==> src/hdl/mmc3_pkg.sv <==
// Shared constants, codes and types for the MMC3 bank mapper register block.
package mmc3_pkg;

  localparam int ADDR_W   = 16;
  localparam int DATA_W   = 8;
  localparam int WIN_W    = 3;
  localparam int BANK_W   = 9;
  localparam int IRQ_W    = 8;
  localparam int UNITS_W  = 8;

  localparam logic [UNITS_W-1:0] UNITS_RESET = 8'd16;

  localparam int RES_DEPTH = 4;
  localparam int PTR_W     = $clog2(RES_DEPTH);
  localparam int CNT_W     = $clog2(RES_DEPTH + 1);

  localparam logic [ADDR_W-1:0] ADDR_BANK_SELECT = 16'h8000;
  localparam logic [ADDR_W-1:0] ADDR_BANK_DATA   = 16'h8001;
  localparam logic [ADDR_W-1:0] ADDR_MIRRORING   = 16'hA000;
  localparam logic [ADDR_W-1:0] ADDR_SRAM_PROT   = 16'hA001;
  localparam logic [ADDR_W-1:0] ADDR_IRQ_LATCH   = 16'hC000;
  localparam logic [ADDR_W-1:0] ADDR_IRQ_RELOAD  = 16'hC001;
  localparam logic [ADDR_W-1:0] ADDR_IRQ_DISABLE = 16'hE000;
  localparam logic [ADDR_W-1:0] ADDR_IRQ_ENABLE  = 16'hE001;

  localparam logic [2:0] SEL_CHR_2K_LO  = 3'd0;
  localparam logic [2:0] SEL_CHR_2K_HI  = 3'd1;
  localparam logic [2:0] SEL_PRG_FIRST  = 3'd6;
  localparam logic [2:0] SEL_PRG_SECOND = 3'd7;

  localparam logic [WIN_W-1:0] PRG_WIN_0 = 3'd0;
  localparam logic [WIN_W-1:0] PRG_WIN_1 = 3'd1;
  localparam logic [WIN_W-1:0] PRG_WIN_2 = 3'd2;

  typedef struct packed {
    logic              update_valid;
    logic              target_chr;
    logic [WIN_W-1:0]  window_index;
    logic [BANK_W-1:0] bank_number;
    logic              mirror_horizontal;
    logic              sram_enabled;
    logic [IRQ_W-1:0]  irq_count;
    logic              irq_on;
    logic              last;
  } result_t;

  typedef struct packed {
    logic    two;
    result_t first;
    result_t second;
  } wr_pkt_t;

endpackage

==> src/hdl/mmc3_ifs.sv <==
// Valid/ready channel interfaces for CPU write transactions and window update results.
interface mmc3_in_if;
  logic                          valid;
  logic                          ready;
  logic [mmc3_pkg::ADDR_W-1:0]   address;
  logic [mmc3_pkg::DATA_W-1:0]   data;

  modport source (output valid, output address, output data, input ready);
  modport sink   (input valid, input address, input data, output ready);
endinterface

interface mmc3_out_if;
  logic                          valid;
  logic                          ready;
  logic                          update_valid;
  logic                          target_chr;
  logic [mmc3_pkg::WIN_W-1:0]    window_index;
  logic [mmc3_pkg::BANK_W-1:0]   bank_number;
  logic                          mirror_horizontal;
  logic                          sram_enabled;
  logic [mmc3_pkg::IRQ_W-1:0]    irq_count;
  logic                          irq_on;
  logic                          last;

  modport source (output valid, output update_valid, output target_chr, output window_index,
                  output bank_number, output mirror_horizontal, output sram_enabled,
                  output irq_count, output irq_on, output last, input ready);
  modport sink   (input valid, input update_valid, input target_chr, input window_index,
                  input bank_number, input mirror_horizontal, input sram_enabled,
                  input irq_count, input irq_on, input last, output ready);
endinterface

==> src/hdl/mmc3_regs.sv <==
// Mapper register file and write decode producing one or two results (window updates or status) per write.
module mmc3_regs (
  input  logic                              clk,
  input  logic                              rst_n,
  input  logic                              cfg_wr_en,
  input  logic [mmc3_pkg::UNITS_W-1:0]      cfg_wr_data,
  input  logic                              wr_go,
  input  logic [mmc3_pkg::ADDR_W-1:0]       wr_address,
  input  logic [mmc3_pkg::DATA_W-1:0]       wr_data,
  output mmc3_pkg::wr_pkt_t                 pkt
);

  logic [mmc3_pkg::UNITS_W-1:0] units_r;
  logic [mmc3_pkg::DATA_W-1:0]  cmd_r, cmd_nxt;
  logic [mmc3_pkg::DATA_W-1:0]  prg_first_r, prg_first_nxt;
  logic                         prg_mode_r, prg_mode_nxt;
  logic                         chr_inv_r, chr_inv_nxt;
  logic [mmc3_pkg::IRQ_W-1:0]   irq_cnt_r, irq_cnt_nxt;
  logic [mmc3_pkg::IRQ_W-1:0]   irq_rld_r, irq_rld_nxt;
  logic                         irq_en_r, irq_en_nxt;
  logic                         mirror_r, mirror_nxt;
  logic                         sram_r, sram_nxt;

  logic [mmc3_pkg::BANK_W-1:0]  fixed_bank;
  logic [mmc3_pkg::BANK_W-1:0]  data_bank;
  logic [mmc3_pkg::BANK_W-1:0]  even_bank;
  logic [2:0]                   sel;
  logic [1:0]                   sel_1k;
  mmc3_pkg::result_t            r0, r1;
  logic                         two;

  assign fixed_bank = {units_r, 1'b0} - mmc3_pkg::BANK_W'(2);
  assign data_bank  = {1'b0, wr_data};
  assign even_bank  = {1'b0, wr_data[7:1], 1'b0};
  assign sel        = cmd_r[2:0];
  assign sel_1k     = sel[1:0] - 2'd2;

  always_comb begin
    cmd_nxt       = cmd_r;
    prg_first_nxt = prg_first_r;
    prg_mode_nxt  = prg_mode_r;
    chr_inv_nxt   = chr_inv_r;
    irq_cnt_nxt   = irq_cnt_r;
    irq_rld_nxt   = irq_rld_r;
    irq_en_nxt    = irq_en_r;
    mirror_nxt    = mirror_r;
    sram_nxt      = sram_r;
    r0            = '0;
    r1            = '0;
    two           = 1'b0;
    unique case (wr_address)
      mmc3_pkg::ADDR_BANK_SELECT: begin
        cmd_nxt      = wr_data;
        chr_inv_nxt  = wr_data[7];
        prg_mode_nxt = wr_data[6];
        if (wr_data[6] != prg_mode_r) begin
          two             = 1'b1;
          r0.update_valid = 1'b1;
          r1.update_valid = 1'b1;
          r0.bank_number  = fixed_bank;
          r1.bank_number  = {1'b0, prg_first_r};
          r0.window_index = wr_data[6] ? mmc3_pkg::PRG_WIN_0 : mmc3_pkg::PRG_WIN_2;
          r1.window_index = wr_data[6] ? mmc3_pkg::PRG_WIN_2 : mmc3_pkg::PRG_WIN_0;
        end
      end
      mmc3_pkg::ADDR_BANK_DATA: begin
        r0.update_valid = 1'b1;
        unique case (sel)
          mmc3_pkg::SEL_CHR_2K_LO, mmc3_pkg::SEL_CHR_2K_HI: begin
            two             = 1'b1;
            r1.update_valid = 1'b1;
            r0.target_chr   = 1'b1;
            r1.target_chr   = 1'b1;
            r0.window_index = {chr_inv_r, sel[0], 1'b0};
            r1.window_index = {chr_inv_r, sel[0], 1'b1};
            r0.bank_number  = even_bank;
            r1.bank_number  = even_bank | mmc3_pkg::BANK_W'(1);
          end
          mmc3_pkg::SEL_PRG_FIRST: begin
            prg_first_nxt   = wr_data;
            r0.window_index = cmd_r[6] ? mmc3_pkg::PRG_WIN_2 : mmc3_pkg::PRG_WIN_0;
            r0.bank_number  = data_bank;
          end
          mmc3_pkg::SEL_PRG_SECOND: begin
            r0.window_index = mmc3_pkg::PRG_WIN_1;
            r0.bank_number  = data_bank;
          end
          default: begin
            r0.target_chr   = 1'b1;
            r0.window_index = {~chr_inv_r, sel_1k};
            r0.bank_number  = data_bank;
          end
        endcase
      end
      mmc3_pkg::ADDR_MIRRORING: mirror_nxt = wr_data[0];
      mmc3_pkg::ADDR_SRAM_PROT: sram_nxt = sram_r | (wr_data != '0);
      mmc3_pkg::ADDR_IRQ_LATCH: begin
        if (!irq_en_r) begin
          irq_cnt_nxt = wr_data;
        end
      end
      mmc3_pkg::ADDR_IRQ_RELOAD: irq_rld_nxt = wr_data;
      mmc3_pkg::ADDR_IRQ_DISABLE: begin
        irq_cnt_nxt = irq_rld_r;
        irq_en_nxt  = 1'b0;
      end
      mmc3_pkg::ADDR_IRQ_ENABLE: irq_en_nxt = 1'b1;
      default: begin
      end
    endcase
    r0.mirror_horizontal = mirror_nxt;
    r0.sram_enabled      = sram_nxt;
    r0.irq_count         = irq_cnt_nxt;
    r0.irq_on            = irq_en_nxt;
    r0.last              = ~two;
    r1.mirror_horizontal = mirror_nxt;
    r1.sram_enabled      = sram_nxt;
    r1.irq_count         = irq_cnt_nxt;
    r1.irq_on            = irq_en_nxt;
    r1.last              = 1'b1;
  end

  assign pkt.two    = two;
  assign pkt.first  = r0;
  assign pkt.second = r1;

  always_ff @(posedge clk) begin
    if (!rst_n) begin
      units_r     <= mmc3_pkg::UNITS_RESET;
      cmd_r       <= '0;
      prg_first_r <= '0;
      prg_mode_r  <= 1'b0;
      chr_inv_r   <= 1'b0;
      irq_cnt_r   <= '0;
      irq_rld_r   <= '0;
      irq_en_r    <= 1'b0;
      mirror_r    <= 1'b0;
      sram_r      <= 1'b0;
    end else begin
      if (cfg_wr_en) begin
        units_r <= cfg_wr_data;
      end
      if (wr_go) begin
        cmd_r       <= cmd_nxt;
        prg_first_r <= prg_first_nxt;
        prg_mode_r  <= prg_mode_nxt;
        chr_inv_r   <= chr_inv_nxt;
        irq_cnt_r   <= irq_cnt_nxt;
        irq_rld_r   <= irq_rld_nxt;
        irq_en_r    <= irq_en_nxt;
        mirror_r    <= mirror_nxt;
        sram_r      <= sram_nxt;
      end
    end
  end

endmodule

==> src/hdl/mmc3_result_fifo.sv <==
// Small result queue taking one or two results per push and draining one per cycle while out_if.ready is high.
module mmc3_result_fifo (
  input  logic              clk,
  input  logic              rst_n,
  input  logic              push,
  input  mmc3_pkg::wr_pkt_t pkt,
  output logic              room_two,
  mmc3_out_if.source        out_if
);

  mmc3_pkg::result_t            mem_r [mmc3_pkg::RES_DEPTH];
  logic [mmc3_pkg::PTR_W-1:0]   wp_r, wp_nxt;
  logic [mmc3_pkg::PTR_W-1:0]   rp_r, rp_nxt;
  logic [mmc3_pkg::CNT_W-1:0]   cnt_r, cnt_nxt;
  logic [mmc3_pkg::CNT_W-1:0]   n_push;
  logic                         pop;
  mmc3_pkg::result_t            head;

  assign pop      = out_if.valid && out_if.ready;
  assign room_two = cnt_r <= mmc3_pkg::CNT_W'(mmc3_pkg::RES_DEPTH - 2);
  assign n_push   = push ? (pkt.two ? mmc3_pkg::CNT_W'(2) : mmc3_pkg::CNT_W'(1))
                         : '0;
  assign wp_nxt   = wp_r + n_push[mmc3_pkg::PTR_W-1:0];
  assign rp_nxt   = rp_r + mmc3_pkg::PTR_W'(pop);
  assign cnt_nxt  = cnt_r + n_push - mmc3_pkg::CNT_W'(pop);

  always_ff @(posedge clk) begin
    if (push) begin
      mem_r[wp_r] <= pkt.first;
      if (pkt.two) begin
        mem_r[wp_r + mmc3_pkg::PTR_W'(1)] <= pkt.second;
      end
    end
  end

  always_ff @(posedge clk) begin
    if (!rst_n) begin
      wp_r  <= '0;
      rp_r  <= '0;
      cnt_r <= '0;
    end else begin
      wp_r  <= wp_nxt;
      rp_r  <= rp_nxt;
      cnt_r <= cnt_nxt;
    end
  end

  assign head                     = mem_r[rp_r];
  assign out_if.valid             = cnt_r != '0;
  assign out_if.update_valid      = head.update_valid;
  assign out_if.target_chr        = head.target_chr;
  assign out_if.window_index      = head.window_index;
  assign out_if.bank_number       = head.bank_number;
  assign out_if.mirror_horizontal = head.mirror_horizontal;
  assign out_if.sram_enabled      = head.sram_enabled;
  assign out_if.irq_count         = head.irq_count;
  assign out_if.irq_on            = head.irq_on;
  assign out_if.last              = head.last;

endmodule

==> src/hdl/mmc3_bank_mapper_registers.sv <==
// Top level of the MMC3 bank mapper register block: input stage, decode and result queue.
//
//   channel  direction  transaction                      payload
//   in_if    sink       one CPU write                    address[15:0], data[7:0]
//   out_if   source     one window update or status      update_valid .. last
//   cfg_*    write      PRG ROM size in 16KB units       cfg_wr_data[7:0]
//
// A write is captured in the input stage on acceptance and decoded from there once the
// four-entry queue has room for two results; its results are then written into the queue.
// The queue has a single read port, so writes that make two updates fill it faster than
// it drains, and the input stage and in_if.ready are then held.
// Reset clears all mapper state and sets the ROM size to 16 units.
// Stalls at out_if fill the queue, then hold the input stage and in_if.ready.
module mmc3_bank_mapper_registers (
  input  logic                          clk,
  input  logic                          rst_n,
  input  logic                          cfg_wr_en,
  input  logic [mmc3_pkg::UNITS_W-1:0]  cfg_wr_data,
  mmc3_in_if.sink                       in_if,
  mmc3_out_if.source                    out_if
);

  logic                         stage_vld_r;
  logic [mmc3_pkg::ADDR_W-1:0]  stage_addr_r;
  logic [mmc3_pkg::DATA_W-1:0]  stage_data_r;
  logic                         room_two;
  logic                         proc_go;
  logic                         in_fire;
  mmc3_pkg::wr_pkt_t            pkt;

  assign proc_go     = stage_vld_r && room_two;
  assign in_if.ready = !stage_vld_r || proc_go;
  assign in_fire     = in_if.valid && in_if.ready;

  always_ff @(posedge clk) begin
    if (!rst_n) begin
      stage_vld_r <= 1'b0;
    end else if (in_if.ready) begin
      stage_vld_r <= in_if.valid;
    end
  end

  always_ff @(posedge clk) begin
    if (in_fire) begin
      stage_addr_r <= in_if.address;
      stage_data_r <= in_if.data;
    end
  end

  mmc3_regs u_regs (
    .clk         (clk),
    .rst_n       (rst_n),
    .cfg_wr_en   (cfg_wr_en),
    .cfg_wr_data (cfg_wr_data),
    .wr_go       (proc_go),
    .wr_address  (stage_addr_r),
    .wr_data     (stage_data_r),
    .pkt         (pkt)
  );

  mmc3_result_fifo u_fifo (
    .clk      (clk),
    .rst_n    (rst_n),
    .push     (proc_go),
    .pkt      (pkt),
    .room_two (room_two),
    .out_if   (out_if)
  );

  a_accept_loads_stage: assert property (@(posedge clk) disable iff (!rst_n)
    in_fire |=> stage_vld_r)
    else $error("accepted transaction did not reach the input stage");

  a_stall_holds_stage: assert property (@(posedge clk) disable iff (!rst_n)
    stage_vld_r && !proc_go |=> stage_vld_r && $stable(stage_addr_r) && $stable(stage_data_r))
    else $error("stalled input stage changed");

  a_decode_fills_queue: assert property (@(posedge clk) disable iff (!rst_n)
    proc_go |=> out_if.valid)
    else $error("decoded write left no result in the queue");

  a_reset_empties: assert property (@(posedge clk)
    !rst_n |=> !out_if.valid && !stage_vld_r)
    else $error("reset left results pending");

endmodule
==> src/flat_wrapper.sv <==
// flat-port wrapper written by rule: the top's interface ports become plain ports
module mmc3_bank_mapper_registers_flat 
  (clk, rst_n, cfg_wr_en, cfg_wr_data, in_if_valid, in_if_address, in_if_data, in_if_ready, out_if_valid, out_if_update_valid, out_if_target_chr, out_if_window_index, out_if_bank_number, out_if_mirror_horizontal, out_if_sram_enabled, out_if_irq_count, out_if_irq_on, out_if_last, out_if_ready);
  mmc3_in_if in_if_i ();
  mmc3_out_if out_if_i ();
  input  logic clk;
  input  logic rst_n;
  input  logic cfg_wr_en;
  input  logic [mmc3_pkg::UNITS_W-1:0] cfg_wr_data;
  input wire logic [$bits(in_if_i.valid)-1:0] in_if_valid;
  input wire logic [$bits(in_if_i.address)-1:0] in_if_address;
  input wire logic [$bits(in_if_i.data)-1:0] in_if_data;
  output wire logic [$bits(in_if_i.ready)-1:0] in_if_ready;
  output wire logic [$bits(out_if_i.valid)-1:0] out_if_valid;
  output wire logic [$bits(out_if_i.update_valid)-1:0] out_if_update_valid;
  output wire logic [$bits(out_if_i.target_chr)-1:0] out_if_target_chr;
  output wire logic [$bits(out_if_i.window_index)-1:0] out_if_window_index;
  output wire logic [$bits(out_if_i.bank_number)-1:0] out_if_bank_number;
  output wire logic [$bits(out_if_i.mirror_horizontal)-1:0] out_if_mirror_horizontal;
  output wire logic [$bits(out_if_i.sram_enabled)-1:0] out_if_sram_enabled;
  output wire logic [$bits(out_if_i.irq_count)-1:0] out_if_irq_count;
  output wire logic [$bits(out_if_i.irq_on)-1:0] out_if_irq_on;
  output wire logic [$bits(out_if_i.last)-1:0] out_if_last;
  input wire logic [$bits(out_if_i.ready)-1:0] out_if_ready;
  assign in_if_i.valid = in_if_valid;
  assign in_if_i.address = in_if_address;
  assign in_if_i.data = in_if_data;
  assign in_if_ready = in_if_i.ready;
  assign out_if_valid = out_if_i.valid;
  assign out_if_update_valid = out_if_i.update_valid;
  assign out_if_target_chr = out_if_i.target_chr;
  assign out_if_window_index = out_if_i.window_index;
  assign out_if_bank_number = out_if_i.bank_number;
  assign out_if_mirror_horizontal = out_if_i.mirror_horizontal;
  assign out_if_sram_enabled = out_if_i.sram_enabled;
  assign out_if_irq_count = out_if_i.irq_count;
  assign out_if_irq_on = out_if_i.irq_on;
  assign out_if_last = out_if_i.last;
  assign out_if_i.ready = out_if_ready;
  mmc3_bank_mapper_registers u_core (.clk(clk), .rst_n(rst_n), .cfg_wr_en(cfg_wr_en), .cfg_wr_data(cfg_wr_data), .in_if(in_if_i), .out_if(out_if_i));
endmodule
==> config.mk <==
export PLATFORM = sky130hd
export DESIGN_NAME = mmc3_bank_mapper_registers_flat
export DESIGN_NICKNAME = d
export VERILOG_FILES = /design/src/hdl/mmc3_pkg.sv /design/src/hdl/mmc3_ifs.sv /design/src/hdl/mmc3_regs.sv /design/src/hdl/mmc3_result_fifo.sv /design/src/hdl/mmc3_bank_mapper_registers.sv /design/src/flat_wrapper.sv
export SDC_FILE = /design/constraint.sdc
export NUM_CORES = 1
export LEC_CHECK = 0
export BUFFER_PORTS_ARGS = -buffer_cell sky130_fd_sc_hd__buf_2
export CORE_MARGIN = 5
export CORE_UTILIZATION = 50
export DETAILED_ROUTE_END_ITERATION = 6
export PLACE_DENSITY_LB_ADDON = 0.12
export SYNTH_ARGS = -nofsm -noshare
export SYNTH_HDL_FRONTEND = slang
export SYNTH_SLANG_ARGS = --single-unit
==> constraint.sdc <==
create_clock -name clk -period 7.2 [get_ports clk]
set_clock_uncertainty 0.1 [all_clocks]
set_input_delay 0.36 -clock clk [delete_from_list [all_inputs] [get_ports clk]]
set_output_delay 0.36 -clock clk [all_outputs]
set_load 0.05 [all_outputs]
==> qor.yml, run 1 <==
outcome:
  status: "finished clean"
min_path:
  min_to: "u_core.stage_addr_r[14]"
  whs_path_depth: 1
  hp-start: "in_if_address[14]"
  min_path_type: "primary input to flip-flop"
drt:
  met3_wirelength_um: 1470
  drtAntennaViolNets: 0
  totalWireLength_um: 20500
  vias: 5827
  drt-met1-wl_um: 9310
  viasPerCell: 5.86
  drt_iter0_drc: 583
  routed.top_layer: "met4"
  wl_met2_um: 9310
  first_pass_iters: 5
  drc: 0
  wl_per_cell_um: 20.6
synth:
  synthArstFlopShare_pct: 0
  synthCells: 697
  syn_area_sq_um: 8260
  yosysSeqAreaShare_pct: 57.2
  yosys.cell_types.count: 64
  synth_top_area_cell: "edfxtp_1"
  synth_top_area_share_pct: 43.6
  synth_commonest_cells: "edfxtp_1 (120), nor2_1 (81), nand2_1 (59)"
  ys_warn_count: 0
  synth-edff-count: 120
  post_synth.cell_area_avg_sq_um: 11.9
  synth_fp_nets: 743
  ys_seq_elements: 176
  synth_flop_cell: "edfxtp_1"
  synth_area_leaders: "edfxtp_1 (44%), dfxtp_1 (14%), mux4_2 (7.1%)"
  yosysMostFrequentCell: "edfxtp_1"
cells_and_area:
  syn_to_final_growth_pct: 15.0
  antenna-diode-count: 0
  post_route_cells_drive_above_1_share_pct: 19.0
  fin_nets: 808
  finish.instance_area_sq_um: 9500
placement:
  place.port_buffers: 64
  place_ws_ns: 3.35
  dp_hpwl_um: 14400
  gp_congestion: 0.999
  place_area_sq_um: 8700
timing:
  fin_crit_sh_pct: 53.0
  final_hold_viol_count: 0
  slew_viol_final: 0
  slew_headroom_pct: 28.1
  finalWorstSetupSlack_ns: 3.39
  tightest_slew_ns: 1.08
  finalCriticalPeriod_ns: 3.81
  max_clock_freq_mhz: 262
  setup-tns-final_ns: 0
  setup_violations: 0
  rsz0062_at_grt: "no"
setup_path:
  critPathKind: "flip-flop to flip-flop"
  worstPathRequired_ns: 7.15
  reg2regPathDepth: 5
  path_max_fanout: 24
  r2r_slack_ns: 3.39
  cp-start-kind: "flip-flop"
  r2r-start: "u_core.stage_addr_r[13]"
  timing.rr.end: "u_core.u_fifo.mem_r[1][21]"
  cp-end-kind: "flip-flop"
  cp.arrival_ns: 3.76
grt:
  overflow: 0
  first_global_vias: 5645
  antenna_found_initial: 0
  grt_pass1_wl_um: 32200
  track_usage_pct: 21.6
  grt_max_degree: 59
floorplanning:
  die_area_sq_um: 19200
  core_sq_um: 16400
  ioPinCount: 65
  die_w_um: 139
  num_rows: 47
  die_height_um: 139
  start_util_pct: 50.3
power_and_ir_drop:
  p_leak_uw: 0.00313
  powerDensity_nw_per_um2: 288
  ir_drop_mv: 0.163
clocking:
  ctsResizeCount: 0
  clockBufferDepth: 2
  cts.sinks: 176
  clk_pin_slew_ns: 0.07
  clock_latency_ns: 0.43
  root_buffer: "clkbuf_16"
  numCtsBuffers: 17
  cts_tree: "yes"
  htree_levels: 4
flow_run:
  cap_violations: 0
## layout by cell type (no fill, tap or decap), drive strengths merged, types with 5 or more instances in the layout
cell and instances:
nor3 11, nor4 9, ha 8, mux2i 32
clkbuf 17, and2 9, edfxtp 120, a22oi 20
a211oi 5, nor2 82, buf 69, a21o 5
nand2 61, o22ai 22, dfxtp 56, o21ai 23
inv 26, o21a 5, xor2 5, clkinv 5
mux4 26, or3 7, xnor2 5, dlygate4sd3 22
nor2b 33, a21oi 18, nand3 16
## area by class of cell
cell class                 instances  area (sq um)
fill                            1316          6910
tap                              220           275
inverter                          21          78.8
clock inverter                    15           150
clock buffer                      17           425
sequential                       176          4730
timing repair buffer              91           578
multi-input combinational        455          3270
## stage by stage
step                std cells  hold slack (ns)  power, uW  util, %
global placement          941            0.344       1840     53.0
global route              995           0.0178       2850     57.9
floorplan                 697            0.327       1710        -
detailed placement        941            0.349       1850     53.0
CTS                       995         0.000930       2770     57.9
finish                    995           0.0205       2740     57.9
## sequential cells by signal, summed over array words and instances (netlist names)
register	count
u_core.u_fifo.mem_r	104
u_core.stage_addr_r	16
u_core.stage_data_r	8
u_core.u_regs.irq_cnt_r	8
u_core.u_regs.irq_rld_r	8
u_core.u_regs.prg_first_r	8
u_core.u_regs.units_r	8
u_core.u_regs.cmd_r	4
u_core.u_fifo.cnt_r	3
u_core.u_fifo.rp_r	2
u_core.u_fifo.wp_r	2
u_core.stage_vld_r	1
u_core.u_regs.chr_inv_r	1
u_core.u_regs.irq_en_r	1
u_core.u_regs.mirror_r	1
u_core.u_regs.sram_r	1
## power breakdown
part / leakage [uW] / internal (uW) / total [uW] / switching, uW
clock network: 0.000274 / 488 / 903 / 415
logic: 0.00132 / 215 / 607 / 392
registers: 0.00153 / 1140 / 1230 / 88.0
total: 0.00313 / 1840 / 2740 / 896
## how the worst max path moves through the flow
stage	start	to	slack, ns
floorplan	u_core.stage_data_r[6]	u_core.u_fifo.cnt_r[2]	4.37
global route	u_core.stage_addr_r[13]	u_core.u_fifo.mem_r[0][21]	3.05
finish	u_core.stage_addr_r[13]	u_core.u_fifo.mem_r[1][21]	3.39
global placement	u_core.stage_addr_r[13]	u_core.u_fifo.mem_r[1][22]	3.53
CTS	u_core.stage_addr_r[13]	u_core.u_fifo.mem_r[0][21]	3.33
detailed placement	u_core.stage_addr_r[13]	u_core.u_fifo.mem_r[0][21]	3.35
## layer usage
metal | GRT usage, % | vias to the layer above
li1 | - | 2715
met1 | 31.4 | 2832
met2 | 32.7 | 249
met3 | 4.34 | 31
met4 | 7.07 | 0
met5 | 0 | -
## critical path: stages, from the launching register on
cell      delay, ns
edfxtp_1       0.65
nor4_1         0.48
nand4_2        0.31
nor2_1         0.52
a21oi_1        0.45
inv_1          0.90
## timing repair
item / CTS / global route
setup buffers: 0 / 0
hold endpoints to repair: 22 / 0
hold buffers: 22 / 0
endpoints found under the setup margin: 0 / 0
## logic make-up (layout without fill, tap and decap cells)
kind of cell    after synthesis  after routing  share of synthesized area (%)
compound gates              123            123                           9.88
buf+inv                      66            144                           3.27
simple gates                253            253                           15.9
fa+ha+maj                    10             10                           1.58
flops                       176            176                           57.2
mux                          59             59                           11.1
xor+xnor                     10             10                           1.06
Power figures use the tool's default switching activity.
==> inputs of run 2 (changes only) <==
clock period = 4 ns   (was 7.2 ns; I/O delays follow)
==> qor.yml, run 2 (same netlist as run 1, synthesis figures left out) <==
outcome:
  status: "finished clean"
floorplanning:
  core_sq_um: 16400
  ioPinCount: 65
  start_util_pct: 50.3
  die_height_um: 139
  die_area_sq_um: 19200
  num_rows: 47
  die_w_um: 139
drt:
  drc: 0
  wl_per_cell_um: 21.3
  first_pass_iters: 5
  drt_iter0_drc: 435
  totalWireLength_um: 21700
  viasPerCell: 5.80
  vias: 5914
  drtAntennaViolNets: 0
power_and_ir_drop:
  share_comb_of_total_power_pct: 22.5
  swShare_pct: 31.6
  powerDensity_nw_per_um2: 525
  ir_drop_mv: 0.295
  seqPwrFrac_pct: 42.6
  p_switching_uw: 1630
  p_clk_share_pct: 34.8
  p_leak_uw: 0.00327
  p_int_uw: 3520
cells_and_area:
  syn_to_final_growth_pct: 18.7
  fin_nets: 832
  finish.instance_area_sq_um: 9800
  post_route_cells_drive_above_1_share_pct: 19.8
  antenna-diode-count: 0
  final_cell_mix: "edfxtp_1 (120), nor2_1 (81), buf_2 (64), nand2_1 (59), dfxtp_1 (55)"
  post-route-util_pct: 59.8
  top_register: "u_core.u_fifo.mem_r"
  final_common_cell: "edfxtp_1"
  largest_reg_flops: 104
  top_regs: "u_core.u_fifo.mem_r x104, u_core.stage_addr_r x16"
timing:
  slew_headroom_pct: 32.7
  final_hold_viol_count: 0
  fin_crit_sh_pct: 83.4
  rsz0062_at_grt: "no"
  max_clock_freq_mhz: 300
  setup_violations: 0
  slew_viol_final: 0
  finalCriticalPeriod_ns: 3.34
  tightest_slew_ns: 1.01
  setup-tns-final_ns: 0
clocking:
  clock_latency_ns: 0.43
  ctsResizeCount: 0
  clk_pin_slew_ns: 0.07
  clockBufferDepth: 2
  cts.sinks: 176
  root_buffer: "clkbuf_16"
  htree_levels: 4
  cts_tree: "yes"
  numCtsBuffers: 17
flow_run:
  cap_violations: 0
setup_path:
  slowest_stage: "edfxtp_1"
  worstPathRequired_ns: 4.22
  cp-end-kind: "flip-flop"
  r2r-start: "u_core.stage_data_r[6]"
  crit_buf_inv: 0
  path_max_fanout: 7
  cp-startpoint: "u_core.stage_data_r[6]"
  critPathKind: "flip-flop to flip-flop"
  cp.arrival_ns: 3.56
  cp-start-kind: "flip-flop"
  max_stage_delay_ns: 0.48
  critical_path.top_delay_family: "adder cells"
  crit_chain: "ha_1 -> nor2_1 -> a21oi_1 -> nor2_1 -> nand2_1 -> ha_1 -> fa_1 -> xor2_1 -> xnor2_1 -> and2_1"
placement:
  place.port_buffers: 64
  dp_hpwl_um: 15500
  gp_congestion: 0.980
  place_area_sq_um: 8840
grt:
  first_global_vias: 5977
  overflow: 0
  antenna_found_initial: 0
  grt_max_degree: 59
  track_usage_pct: 23.3
  grt_pass1_wl_um: 34500
min_path:
  hp-start: "cfg_wr_en"
  min_path_type: "primary input to flip-flop"
==> run 2: through the flow <==
| stage | total power (uW) | setup slack (ns) | hold WS (ns) | cells |
|---|---|---|---|---|
| final | 5150 | 0.664 | 0.0762 | 1019 |
| after global routing | 5350 | 0.474 | 0.0820 | 1019 |
| after CTS | 5180 | 0.695 | 0.0783 | 1019 |
| after detailed placement | 3380 | 0.717 | 0.278 | 954 |
| after global placement | 3370 | 0.802 | 0.276 | 954 |
| after floorplan | 3080 | 1.17 | 0.199 | 697 |
==> run 2: power groups by stage <==
stage	Sequential [uW]	Combinational [uW]	Clock, uW
after floorplan	2130	945	0
after CTS	2200	1170	1810
final	2190	1160	1790
after detailed placement	2240	1140	0
after global routing	2220	1240	1900
after global placement	2230	1130	0
==> run 2: layer usage <==
| layer | track usage [%] | wire length [um] | share of wire (%) |
|---|---|---|---|
| met4 | 7.59 | 520 | 2.4 |
| met3 | 5.76 | 1440 | 6.6 |
| met1 | 32.3 | 9700 | 45 |
| met2 | 36.3 | 10100 | 46 |
| met5 | 0 | 0 | 0 |
==> run 2: final cells by class <==
| class | instances | area, sq um |
|---|---|---|
| clock inverters | 14 | 206 |
| well taps | 220 | 275 |
| inverters | 21 | 78.8 |
| fillers | 1343 | 6600 |
| clock buffers | 18 | 429 |
| multi-input cells | 455 | 3270 |
| repair buffers | 115 | 823 |
| flip-flops and latches | 176 | 4730 |
==> run 2: final timing paths <==
| check | cells after the start | end | slack, ns |
|---|---|---|---|
| worst max-delay path | 10 | u_core.u_fifo.cnt_r[2] | 0.66 |
| worst max register to register | 10 | u_core.u_fifo.cnt_r[2] | 0.66 |
| worst min register to register | 2 | u_core.u_fifo.mem_r[3][0] | 0.36 |
| worst min-delay path | 3 | u_core.u_regs.units_r[4] | 0.08 |
==> run 2: what timing repair did <==
| item | CTS | global route |
|---|---|---|
| endpoints found under the setup margin | 0 | 0 |
| setup buffers | 0 | 0 |
| hold buffers | 33 | 0 |
| hold endpoints to repair | 33 | 0 |
==> run 2: worst register-to-register path: stages, from the launching register on <==
cell and delay (ns):
edfxtp_1 0.48, ha_1 0.37, nor2_1 0.31, a21oi_1 0.16
nor2_1 0.47, nand2_1 0.12, ha_1 0.33, fa_1 0.44
xor2_1 0.17, xnor2_1 0.13, and2_1 0.16
==> inputs of run 3 (changes only) <==
clock period = 3.2 ns   (was 4 ns; I/O delays follow)
==> qor.yml, run 3 (same netlist as run 1, synthesis figures left out) <==
outcome:
  status: "finished clean"
floorplanning:
  core_sq_um: 16400
  num_rows: 47
  ioPinCount: 65
  start_util_pct: 50.3
  die_area_sq_um: 19200
  die_height_um: 139
  die_w_um: 139
cells_and_area:
  seq_area_sq_um: 4730
  multi_input_area_sq_um: 3270
  post_route_cells_drive_above_1_share_pct: 21.0
  fin_nets: 846
  top_register: "u_core.u_fifo.mem_r"
  antenna-diode-count: 0
  syn_to_final_growth_pct: 19.8
  top_regs: "u_core.u_fifo.mem_r x104, u_core.stage_addr_r x16"
  largest_reg_flops: 104
  final_cell_mix: "edfxtp_1 (120), nor2_1 (81), buf_2 (64), nand2_1 (59), dfxtp_1 (55)"
  final_common_cell: "edfxtp_1"
  stdcell_count: 1033
  n_fill_cell: 1319
setup_path:
  max_stage_delay_ns: 0.48
  critical_path.top_delay_family: "simple AND/OR/NAND/NOR gates"
  cp-start-kind: "flip-flop"
  cp.arrival_ns: 3.28
  r2r_slack_ns: 0.15
  cp-end-kind: "flip-flop"
  path_max_fanout: 6
  critPathKind: "flip-flop to flip-flop"
  crit_chain: "nor4_4 -> nand4_2 -> buf_4 -> nor2_1 -> nand2_1 -> ha_1 -> fa_1 -> xor2_1 -> xnor2_1 -> and2_1"
  slowest_stage: "nor4_4"
  crit_buf_inv: 1
  worstPathRequired_ns: 3.43
timing:
  slew_viol_final: 0
  tightest_slew_ns: 1.01
  setup_violations: 0
  finalWorstSetupSlack_ns: 0.150
  max_clock_freq_mhz: 328
  final_hold_viol_count: 0
  setup-tns-final_ns: 0
  fin_crit_sh_pct: 95.3
  rsz0062_at_grt: "no"
  slew_headroom_pct: 32.8
  finalCriticalPeriod_ns: 3.05
placement:
  dp_hpwl_um: 15500
  dpl.cell_count: 968
  place.port_buffers: 64
  gp_congestion: 0.914
  place_ws_ns: 0.221
clocking:
  numCtsBuffers: 17
  clock_latency_ns: 0.43
  htree_levels: 4
  cts_tree: "yes"
  root_buffer: "clkbuf_16"
  clk_pin_slew_ns: 0.07
  clockBufferDepth: 2
  cts_setup_buffers: 0
  cts.sinks: 176
flow_run:
  cap_violations: 0
grt:
  grt_max_degree: 59
  antenna_found_initial: 0
  track_usage_pct: 23.1
  overflow: 0
  first_global_vias: 5972
  grt_pass1_wl_um: 34400
drt:
  wl_per_cell_um: 20.9
  drc: 0
  first_pass_iters: 5
  viasPerCell: 5.83
  drtAntennaViolNets: 0
  drt_iter0_drc: 498
  totalWireLength_um: 21600
  vias: 6025
min_path:
  min_path_type: "primary input to flip-flop"
power_and_ir_drop:
  p_leak_uw: 0.00334
  ir_drop_mv: 0.393
  powerDensity_nw_per_um2: 645
run 3: cell count changes in the layout (fill, tap and decap cells not counted):
cell        delta
buf_4         +13
clkinv_1       +2
clkinvlp_4     -2
buf_12         +1
bufinv_16      -1
clkbuf_1       -1
clkinv_2       +1
inv_8          +1
run 3: worst paths after layout:
kind                         startpoint                          to  cells after the start
max              u_core.stage_addr_r[5]      u_core.u_fifo.cnt_r[2]                     10
min                           cfg_wr_en    u_core.u_regs.units_r[4]                      3
max reg2reg      u_core.stage_addr_r[5]      u_core.u_fifo.cnt_r[2]                     10
min reg2reg  u_core.u_regs.irq_cnt_r[1]  u_core.u_regs.irq_cnt_r[1]                      2
run 3: area by class of cell:
| cell class | count | share of cell area (%) |
|---|---|---|
| sequential | 176 | 47.7 |
| multi-input combinational | 455 | 33.0 |
| clock inverter | 15 | 1.87 |
| timing repair buffer | 129 | 9.51 |
| inverter | 21 | 0.796 |
| tap | 220 | 2.78 |
| clock buffer | 17 | 4.30 |
run 3: power breakdown:
group          internal (uW)  total, uW  switching, uW
combinational            545       1520            975
clock                   1240       2160            914
sequential              2560       2710            147
total                   4350       6390           2040
run 3: through the flow:
| step | power (uW) | instance area (sq um) | utilization [%] | hold WS, ns |
|---|---|---|---|---|
| 2_1_floorplan | 3840 | 8260 | - | 0.159 |
| 3_3_place_gp | 4230 | 8960 | 54.6 | 0.237 |
| 3_5_place_dp | 4250 | 8960 | 54.6 | 0.238 |
| 4_1_cts | 6420 | 9900 | 60.3 | 0.0476 |
| 5_1_grt | 6620 | 9900 | 60.3 | 0.0802 |
| 6_report | 6390 | 9900 | 60.3 | 0.0525 |
run 3: repair_timing:
action,4_1_cts,5_1_grt
resized for setup,0,0
hold buffers,33,0
setup endpoints to repair,0,1
endpoints found under the hold margin,33,0
run 3: layer usage:
metal | vias up | track usage [%] | share of wire, %
met3 | 33 | 3.55 | 6.5
met1 | 2944 | 33.4 | 44
met4 | 0 | 6.40 | 1.7
met5 | - | 0 | 0
met2 | 252 | 36.6 | 48
li1 | 2796 | - | -
run 3: worst min-delay path: cells and delay by family:
family	cells	cell delay [ns]
buffers and inverters	1	0.18
muxes	1	0.15
and+or+nand+nor	1	0.06
